$ cat src/design/spq_pkg.sv
// shared types and constants for the sorted priority queue
package spq_pkg;

  // default number of cells and reset value of the capacity register
  localparam int unsigned SPQ_DEPTH = 16;
  localparam logic [4:0] CAP_RESET = 5'd16;

  // field widths
  localparam int unsigned PRIO_W = 8;
  localparam int unsigned DATA_W = 16;
  localparam int unsigned CAP_W  = 5;
  localparam int unsigned FILL_W = 5;

  // operation codes
  typedef enum logic {
    MODE_INSERT = 1'b0,
    MODE_REMOVE = 1'b1
  } spq_mode_e;

  // result status codes
  typedef enum logic [1:0] {
    ST_DONE  = 2'd0,
    ST_FULL  = 2'd1,
    ST_EMPTY = 2'd2
  } spq_status_e;

  // one held entry
  typedef struct packed {
    logic [PRIO_W-1:0] prio;
    logic [DATA_W-1:0] data;
  } spq_entry_t;

  // operation broadcast to every cell
  typedef struct packed {
    logic       ins;
    logic       rem;
    spq_entry_t item;
  } spq_ctrl_t;

endpackage

$ cat src/design/spq_cell.sv
// one cell of the sorted queue: holds an entry and shifts with its neighbours
module spq_cell (
  input  logic               clk_i,
  input  spq_pkg::spq_ctrl_t ctrl_i,
  input  logic               occ_i,
  input  logic               left_stay_i,
  input  spq_pkg::spq_entry_t left_entry_i,
  input  spq_pkg::spq_entry_t right_entry_i,
  output logic               stay_o,
  output spq_pkg::spq_entry_t entry_o
);
  import spq_pkg::*;

  spq_entry_t entry_q, entry_d;

  // entry stays in place on insert when it ranks at or above the new item
  assign stay_o  = occ_i && (entry_q.prio >= ctrl_i.item.prio);
  assign entry_o = entry_q;

  // shift down on insert, shift up on remove
  always_comb begin
    entry_d = entry_q;
    if (ctrl_i.ins && !stay_o) begin
      entry_d = left_stay_i ? ctrl_i.item : left_entry_i;
    end else if (ctrl_i.rem) begin
      entry_d = right_entry_i;
    end
  end

  always_ff @(posedge clk_i) begin
    entry_q <= entry_d;
  end

endmodule

$ cat src/design/sorted_priority_queue.sv
// sorted priority queue: a row of shifting cells, highest priority at the head
//
// Input channel (in_valid_i / in_ready_o) carries one item: mode_i selects an
// insert of entry_prio_i / entry_data_i or a removal of the head entry. An
// insert lands behind every held entry of equal or higher priority, so equal
// priorities leave in arrival order.
// Output channel (out_valid_o / out_ready_i) returns one result per item:
// status_o, the removed entry on out_prio_o / out_data_o (zero otherwise) and
// fill_count_o, the number held after the operation.
// Every cell compares and shifts in the same cycle; an item's result is
// registered and shows in the cycle after acceptance.
// Throughput is one item per cycle while the receiver keeps up. When the
// receiver stalls, the result register holds and a new item is taken in the
// cycle the held result is taken.
// cfg_we_i / cfg_wdata_i set the capacity in use (0 acts as 1, values above
// the depth act as the depth); lowering it keeps held entries.
// Reset empties the queue and sets the capacity to 16; no clearing pass.
module sorted_priority_queue #(
  parameter int unsigned DEPTH = spq_pkg::SPQ_DEPTH
) (
  input  logic                       clk_i,
  input  logic                       rst_ni,
  input  logic                       cfg_we_i,
  input  logic [spq_pkg::CAP_W-1:0]  cfg_wdata_i,
  input  logic                       in_valid_i,
  output logic                       in_ready_o,
  input  logic                       mode_i,
  input  logic [spq_pkg::PRIO_W-1:0] entry_prio_i,
  input  logic [spq_pkg::DATA_W-1:0] entry_data_i,
  output logic                       out_valid_o,
  input  logic                       out_ready_i,
  output logic [1:0]                 status_o,
  output logic [spq_pkg::PRIO_W-1:0] out_prio_o,
  output logic [spq_pkg::DATA_W-1:0] out_data_o,
  output logic [spq_pkg::FILL_W-1:0] fill_count_o
);
  import spq_pkg::*;

  localparam int unsigned CNT_W = $clog2(DEPTH + 1);
  localparam int unsigned CMP_W = (CNT_W > CAP_W) ? CNT_W : CAP_W;

  logic [CAP_W-1:0]  cap_q;
  logic [CNT_W-1:0]  count_q, count_d;
  logic [CMP_W-1:0]  cap_eff;
  logic              acc, full, empty;
  spq_ctrl_t         ctrl;
  spq_entry_t        cell_entry [DEPTH];
  logic [DEPTH-1:0]  cell_stay;
  logic [DEPTH-1:0]  cell_occ;

  logic              out_valid_q;
  spq_status_e       status_q, status_d;
  spq_entry_t        res_q, res_d;
  logic [FILL_W-1:0] fill_q;

  // handshake
  assign in_ready_o = !out_valid_q || out_ready_i;
  assign acc        = in_valid_i && in_ready_o;

  // capacity register
  always_ff @(posedge clk_i or negedge rst_ni) begin
    if (!rst_ni) begin
      cap_q <= CAP_RESET;
    end else if (cfg_we_i) begin
      cap_q <= cfg_wdata_i;
    end
  end

  // capacity saturated to 1..DEPTH
  always_comb begin
    cap_eff = CMP_W'(cap_q);
    if (cap_q == '0) begin
      cap_eff = CMP_W'(1);
    end else if (CMP_W'(cap_q) > CMP_W'(DEPTH)) begin
      cap_eff = CMP_W'(DEPTH);
    end
  end

  assign full  = CMP_W'(count_q) >= cap_eff;
  assign empty = (count_q == '0);

  // operation broadcast to the cells
  always_comb begin
    ctrl.ins       = acc && (mode_i == MODE_INSERT) && !full;
    ctrl.rem       = acc && (mode_i == MODE_REMOVE) && !empty;
    ctrl.item.prio = entry_prio_i;
    ctrl.item.data = entry_data_i;
  end

  // row of cells
  for (genvar i = 0; i < DEPTH; i++) begin : g_cell
    assign cell_occ[i] = (CNT_W'(i) < count_q);
    spq_cell u_cell (
      .clk_i         (clk_i),
      .ctrl_i        (ctrl),
      .occ_i         (cell_occ[i]),
      .left_stay_i   ((i == 0) ? 1'b1 : cell_stay[(i == 0) ? 0 : i - 1]),
      .left_entry_i  (cell_entry[(i == 0) ? 0 : i - 1]),
      .right_entry_i (cell_entry[(i == DEPTH - 1) ? i : i + 1]),
      .stay_o        (cell_stay[i]),
      .entry_o       (cell_entry[i])
    );
  end

  // count and result
  always_comb begin
    count_d  = count_q;
    status_d = ST_DONE;
    res_d    = '0;
    if (mode_i == MODE_INSERT) begin
      if (full) begin
        status_d = ST_FULL;
      end else begin
        count_d = count_q + CNT_W'(1);
      end
    end else begin
      if (empty) begin
        status_d = ST_EMPTY;
      end else begin
        count_d = count_q - CNT_W'(1);
        res_d   = cell_entry[0];
      end
    end
  end

  // control registers
  always_ff @(posedge clk_i or negedge rst_ni) begin
    if (!rst_ni) begin
      count_q     <= '0;
      out_valid_q <= 1'b0;
    end else begin
      if (acc) begin
        count_q <= count_d;
      end
      if (in_ready_o) begin
        out_valid_q <= in_valid_i;
      end
    end
  end

  // result payload
  always_ff @(posedge clk_i) begin
    if (acc) begin
      status_q <= status_d;
      res_q    <= res_d;
      fill_q   <= FILL_W'(count_d);
    end
  end

  assign out_valid_o  = out_valid_q;
  assign status_o     = status_q;
  assign out_prio_o   = res_q.prio;
  assign out_data_o   = res_q.data;
  assign fill_count_o = fill_q;

  // count never passes the number of cells
  a_count_bound: assert property (@(posedge clk_i) disable iff (!rst_ni)
    CMP_W'(count_q) <= CMP_W'(DEPTH))
    else $error("entry count beyond depth");

  // an accepted item always leaves a result behind
  a_result_follows: assert property (@(posedge clk_i) disable iff (!rst_ni)
    acc |=> out_valid_o)
    else $error("accepted item gave no result");

  // a refused insert leaves the count alone
  a_refused_stable: assert property (@(posedge clk_i) disable iff (!rst_ni)
    (acc && (mode_i == MODE_INSERT) && full) |=> $stable(count_q))
    else $error("refused insert changed the count");

  // result count matches the held count
  a_fill_matches: assert property (@(posedge clk_i) disable iff (!rst_ni)
    acc |=> (fill_count_o == FILL_W'(count_q)))
    else $error("reported fill differs from count");

endmodule
$ cat config.mk
export PLATFORM = sky130hd
export DESIGN_NAME = sorted_priority_queue
export DESIGN_NICKNAME = d
export VERILOG_FILES = /design/src/design/spq_pkg.sv /design/src/design/spq_cell.sv /design/src/design/sorted_priority_queue.sv
export SDC_FILE = /design/constraint.sdc
export NUM_CORES = 1
export LEC_CHECK = 0
export ABC_CLOCK_PERIOD_IN_PS = 5640
export BUFFER_PORTS_ARGS = -buffer_cell sky130_fd_sc_hd__buf_2
export CAP_MARGIN = 10
export CORE_ASPECT_RATIO = 0.5
export CORE_MARGIN = 2
export CORE_UTILIZATION = 63
export DETAILED_ROUTE_END_ITERATION = 8
export GPL_TIMING_DRIVEN = 0
export PLACE_DENSITY = 0.77
export SYNTH_ARGS = -nofsm -noshare
export SYNTH_HDL_FRONTEND = slang
export SYNTH_SLANG_ARGS = --single-unit
$ cat constraint.sdc
create_clock -name clk_i -period 5.64 [get_ports clk_i]
set_input_delay 0.564 -clock clk_i [delete_from_list [all_inputs] [get_ports clk_i]]
set_output_delay 0.564 -clock clk_i [all_outputs]
set_load 0.01 [all_outputs]
* Word level (Yosys, flattened, before mapping)
Index checks and enable logic that the tools add are counted.
** Word-level totals
- Register bits after elaboration :: 426
- Input bits :: 35
- Word-level logic and storage cells :: 204
- Output and inout bits :: 33
** Operators by class
- Bitwise logic cells :: 1
- Muxes and demuxes :: 53
- $add $sub $neg :: 2
- Order comparisons :: 34
- Reductions and logical operators :: 75
** Operator list (count)
- 2-to-1 mux 24 bit :: 45
- >= comparator 8 bit :: 16
- less-than comparator 4 x 5 -> 1 bit (first input constant) :: 8
- logical AND 1 bit :: 37
- nonzero test 2 bit :: 15
- 2-to-1 mux 5 bit :: 5
- less-than comparator 3 x 5 -> 1 bit (first input constant) :: 4
- logical NOT 1 bit :: 19
- logical NOT 5 bit :: 2
- less-than comparator 1 x 5 -> 1 bit (first input constant) :: 2
- less-than comparator 2 x 5 -> 1 bit (first input constant) :: 2
- adder 5 x 1 -> 5 bit (second input constant) :: 1
- >= comparator 5 bit :: 1
- greater-than comparator 5 bit (second input constant) :: 1
- subtractor 5 x 1 -> 5 bit (second input constant) :: 1
- 2-to-1 mux 2 bit :: 2
- OR reduction 2 bit :: 1
- logical OR 1 bit :: 1
- 2-to-1 mux 1 bit :: 1
- NOT 1 bit :: 1

* Logic depth before layout (Yosys ltp)
- Word-level depth :: 8
- Gate-level depth with buffers :: 13
- Depth with buffers taken out :: 10

* Cells and area by module
Synthesis repeated with hierarchy kept, for this count alone.
** Unflattened totals
- Cells, all modules :: 1951
- Area, all modules :: 28399.7 sq um
** By module, submodules not included
- spq_cell at g_cell[0].u_cell ... :: times used 13, area each 1634.1 sq um, cells each 110, sequential area each 720.7 sq um
- spq_cell at g_cell[7].u_cell ... :: times used 3, area each 1655.3 sq um, cells each 110, sequential area each 720.7 sq um
- sorted_priority_queue :: times used 1, area each 2190.9 sq um, cells each 191, sequential area each 1207.4 sq um

* Worst setup path before layout
OpenSTA, ideal clock, no wires.
- Kind :: input port to flip-flop
- Start :: input port entry_prio_i[1] in the netlist's numbering
- End :: register g_cell[8].u_cell.entry_q (netlist bit g_cell[8].u_cell.entry_o[0]) (enable)
- Setup time :: 0.438 ns
- Required time :: 5.202 ns
- Data arrival time :: 3.930 ns
- Path slack :: 1.272 ns
- Buffers on the path :: 2
- Stages :: 8
- Cell sequence :: inv_1 -> ha_1 -> a2111oi_0 -> a2111oi_0 -> o21a_1 -> buf_4 -> buf_4 -> o21ai_0
** On the way
- Cells in the longest elaborated chain, start to end :: 5
** Ends and longest elaborated chain
- start: declaration :: RTL line sorted_priority_queue.sv:28 : input logic [spq_pkg::PRIO_W-1:0] entry_prio_i,
- >= comparator 8 bit :: RTL line spq_cell.sv:17 : assign stay_o = occ_i && (entry_q.prio >= ctrl_i.item.prio);
- logical AND 1 bit :: RTL line spq_cell.sv:17
- logical NOT 1 bit :: RTL line spq_cell.sv:23 : if (ctrl_i.ins && !stay_o) begin
- logical AND 1 bit :: RTL line spq_cell.sv:23
- nonzero test 2 bit (no line)
- end signal: assignment :: RTL line spq_cell.sv:31 : entry_q <= entry_d;
- end: declaration :: RTL line spq_cell.sv:14 : spq_entry_t entry_q, entry_d;
Every way passes these cells.
A chain may end at the register's enable or synchronous reset.

* Final worst setup path
- Start :: register count_q[0]
- End :: register g_cell[4].u_cell.entry_q (netlist bit g_cell[4].u_cell.entry_o[6]) (enable)
** On the way
- Cells in the longest elaborated chain, start to end :: 5
- Elaborated cells between the ends (all ways) :: 11
- Those cells by class :: order compare: 2; reduce/logical: 9
** Ends and longest elaborated chain
- start: declaration :: RTL line sorted_priority_queue.sv:43 : logic [CNT_W-1:0] count_q, count_d;
- start signal: assignment :: RTL line sorted_priority_queue.sv:133 : count_q <= count_d;
- >= comparator 5 bit / less-than comparator 3 x 5 -> 1 bit (equally long branches) :: RTL line sorted_priority_queue.sv:79, sorted_priority_queue.sv:92
- logical NOT 1 bit / logical AND 1 bit (equally long branches) :: RTL line sorted_priority_queue.sv:84, spq_cell.sv:17
- logical AND 1 bit / logical NOT 1 bit (equally long branches) :: RTL line sorted_priority_queue.sv:84, spq_cell.sv:23
- logical AND 1 bit :: RTL line spq_cell.sv:23
- nonzero test 2 bit (no line) (*)
- end signal: assignment :: RTL line spq_cell.sv:31
- end: declaration :: RTL line spq_cell.sv:14
Every way passes the cells marked *; elsewhere a longest branch is shown, timed or not.

==> metrics.txt <==
setup bufs post-CTS 0; H-tree depth 2; Seq/Total Area, Yosys between 50% and 60%; clock power share between 30% and 40%; Cell Int Power between 5 and 6 mW; worst path arrival time approximately 4.4 ns; RSZ-0062 raised after global routing false; final hold vios 0; Clock Latency Late Sink between 0.5 and 0.6 ns; worst hold path type in -> reg; cell count after placement 2,728; FFs w/ async S/R, synth 2.58%; final-report setup violation count 0; Peak Freq 238 MHz; largest net degree at the start of global routing just over 40; Routed wire per std cell ~22 µm; Residual DRC 0; worst endpoint required time 5.81 ns; Area after DPL 0.0253 mm²; largest cells by area after synthesis edfxtp_1 51%, mux2i_1 12%, o21ai_0 8.4%, ha_1 7.0%, nand2_1 4.4%; CTS root buffer clkbuf_16; period utilization about three quarters; design area between 0.02 and 0.03 mm²; Mapped Nets about 2,300; CTS tree done; die area between 0.04 and 0.05 mm²; post-layout min period 4.21 ns; area delta synth->final 9.40%; final hold slack 0.234 ns; switching power 2.34 mW; Reg power frac 47.8%; post_cts resized 0; # nets final about 2,400; count leader, synth edfxtp_1; Util after Layout between 70% and 80%; worst-path fanout max 24; share of cells above drive strength 1 a little over an eighth; slowest stage delay, CP approximately 0.69 ns; Crit path max-delay family buffers and inverters; Peak VDD IR ~0.21 mV; total CTS buffers 40; row count 50; Gate power share 19.7%; Antenna Nets Post-Route 0; area share of the leading cell type in the synthesized netlist between 50% and 60%; fill cell count between 2,000 and 3,000; via count around 17,000; Post-CTS Hold Buffers 1; RD Place Congestion 0.943; Die Y 143 µm; first-pass GRT wire length ~93,000 µm; actual slew at the worst max-slew pin roughly 1.3 ns; PwrDens around 310 mW/mm²; crit path capture type register; slew margin rel. roughly 16%; post-DP HPWL 47,500 µm; number of synthesized flops with an enable pin between 400 and 500; final setup TNS 0 ns; final worst setup slack approximately 1.4 ns; Final Power approximately 8 mW; total iterations of the first detailed-routing run 6; Synth Instances about 2,100; Routed WL between 60,000 and 70,000 µm; Initial Util between 60 and 70%; initial antenna violation count 3; Chip Width around 280 µm; YS warnings 0; synth cell count leaders 415 x edfxtp_1, 407 x o21ai_0, 301 x mux2i_1; CP Cell Sequence buf_2, inv_1, ha_1, nand2b_1, a31oi_2, o211a_1, buf_4, o211ai_1, clkbuf_1, buf_2, nand2_1; Cell Count, Final, Fillers Out between 2,000 and 3,000; Setup Crit Path Kind reg -> reg; leak pwr 10.7 nW; storage element area around 0.013 mm²; CP bufs+invs 5; outcome completed; Critical Path Slowest Stage Cell nand2_1; io pins between 60 and 70; syn_area_per_cell about 11 µm²; vias per cell 6.22; max capacitance violation total 0; Core Area ~0.038 mm²; 1st-iter DRT viols just over 2,000; number of global-route vias before repair 15,900; crit start category register; total gr overflow 0; Multi-input gate area approximately 0.011 mm²; Max Clock Skew ~0.020 ns; Sw Share between 20% and 30%; synth unique cells 61; Synth area leader edfxtp_1; ys flop type edfxtp_1; CTS Sinks 426; Final Max Slew Viols 0; mapped cell area roughly 0.024 mm²; Yosys reg bits 426; clk buf depth 3; Clock transition at path regs 0.06 ns; Total GRT Usage 30.4%; Setup WS pre-CTS approximately 1 ns; count of input and output buffers 67; most used cell, CP buf_2
## layer usage
layer  share of wire (%)  vias up  GRT usage (%)
li1                    -     8154              -
met1                  46     8279           47.9
met2                  41      927           43.5
met3                  12       73           6.23
met4                 1.6        0           5.71
met5                   0        -              0
## power by group through the flow
| stage | sequential [mW] | clock (mW) | combinational [mW] |
|---|---|---|---|
| after global placement | 3.98 | 0 | 1.53 |
| final | 3.93 | 2.68 | 1.62 |
| after floorplan | 3.94 | 0 | 1.17 |
| after detailed placement | 3.99 | 0 | 1.58 |
| after CTS | 3.93 | 2.68 | 1.59 |
| after global routing | 3.95 | 2.80 | 1.78 |
## kinds of logic after synthesis
| kind of cell | after synthesis | synth area share, % |
|---|---|---|
| buffers and inverters | 183 | 3.47 |
| AO/OA/AOI/OAI | 569 | 12.7 |
| flip-flops | 426 | 52.4 |
| multiplexers | 385 | 16.5 |
| XOR/XNOR | 5 | 0.180 |
| AND/OR/NAND/NOR | 434 | 7.73 |
| adder cells (fa/ha/maj) | 136 | 7.00 |
## state kept, by name (all words and copies together) (netlist names)
register / flops
fill_count_o: 5
out_data_o: 16
out_prio_o: 8
cap_q: 5
out_valid_o: 1
status_o: 2
count_q: 5
g_cell.u_cell.entry_o: 384
## cell type report
type,count,area share (%)
Antenna cell,2,0.0188
Buffer,152,2.73
Clock buffer,55,4.06
Clock inverter,18,0.612
Inverter,31,0.438
Multi-Input combinational cell,1529,40.4
Sequential cell,426,47.9
Tap cell,520,2.45
Timing Repair Buffer,71,1.44
## placed cells by master, fill, tap and decap left out, drive strengths merged, types with 3 or more instances in the layout
| master | netlist | layout |
|---|---|---|
| o21ai | 419 | 419 |
| edfxtp | 415 | 415 |
| mux2i | 301 | 301 |
| nand2 | 288 | 288 |
| clkbuf | 86 | 141 |
| ha | 136 | 136 |
| buf | 66 | 136 |
| a21oi | 86 | 86 |
| mux2 | 84 | 84 |
| nor2 | 67 | 67 |
| inv | 31 | 33 |
| and2 | 24 | 24 |
| nand2b | 22 | 22 |
| clkinv | 0 | 13 |
| o211ai | 10 | 10 |
| dfrtp | 10 | 10 |
| nor3 | 9 | 9 |
| a21o | 7 | 7 |
| nor2b | 7 | 7 |
| a211oi | 6 | 6 |
| nand3 | 6 | 6 |
| a2111oi | 6 | 6 |
| o21a | 5 | 5 |
| xnor2 | 5 | 5 |
| a211o | 4 | 4 |
| nand4 | 4 | 4 |
| a31oi | 4 | 4 |
| a2111o | 3 | 3 |
| bufinv | 0 | 3 |
| or2 | 3 | 3 |
| a32oi | 3 | 3 |
## worst paths after layout
path                            startpoint                     endpoint  slack (ns)  cells after the start
worst max-delay path            count_q[0]  g_cell[4].u_cell.entry_o[6]        1.43                     11
worst min-delay path            in_valid_i                  out_valid_o        0.23                      2
worst max register to register  count_q[0]  g_cell[4].u_cell.entry_o[6]        1.43                     11
worst min register to register    cap_q[0]                     cap_q[0]        0.53                      1
max in group asynchronous           rst_ni                     cap_q[4]        4.95                      2
min in group asynchronous           rst_ni                     cap_q[2]        0.43                      2
No activity file was read; power rests on OpenSTA's default activity.
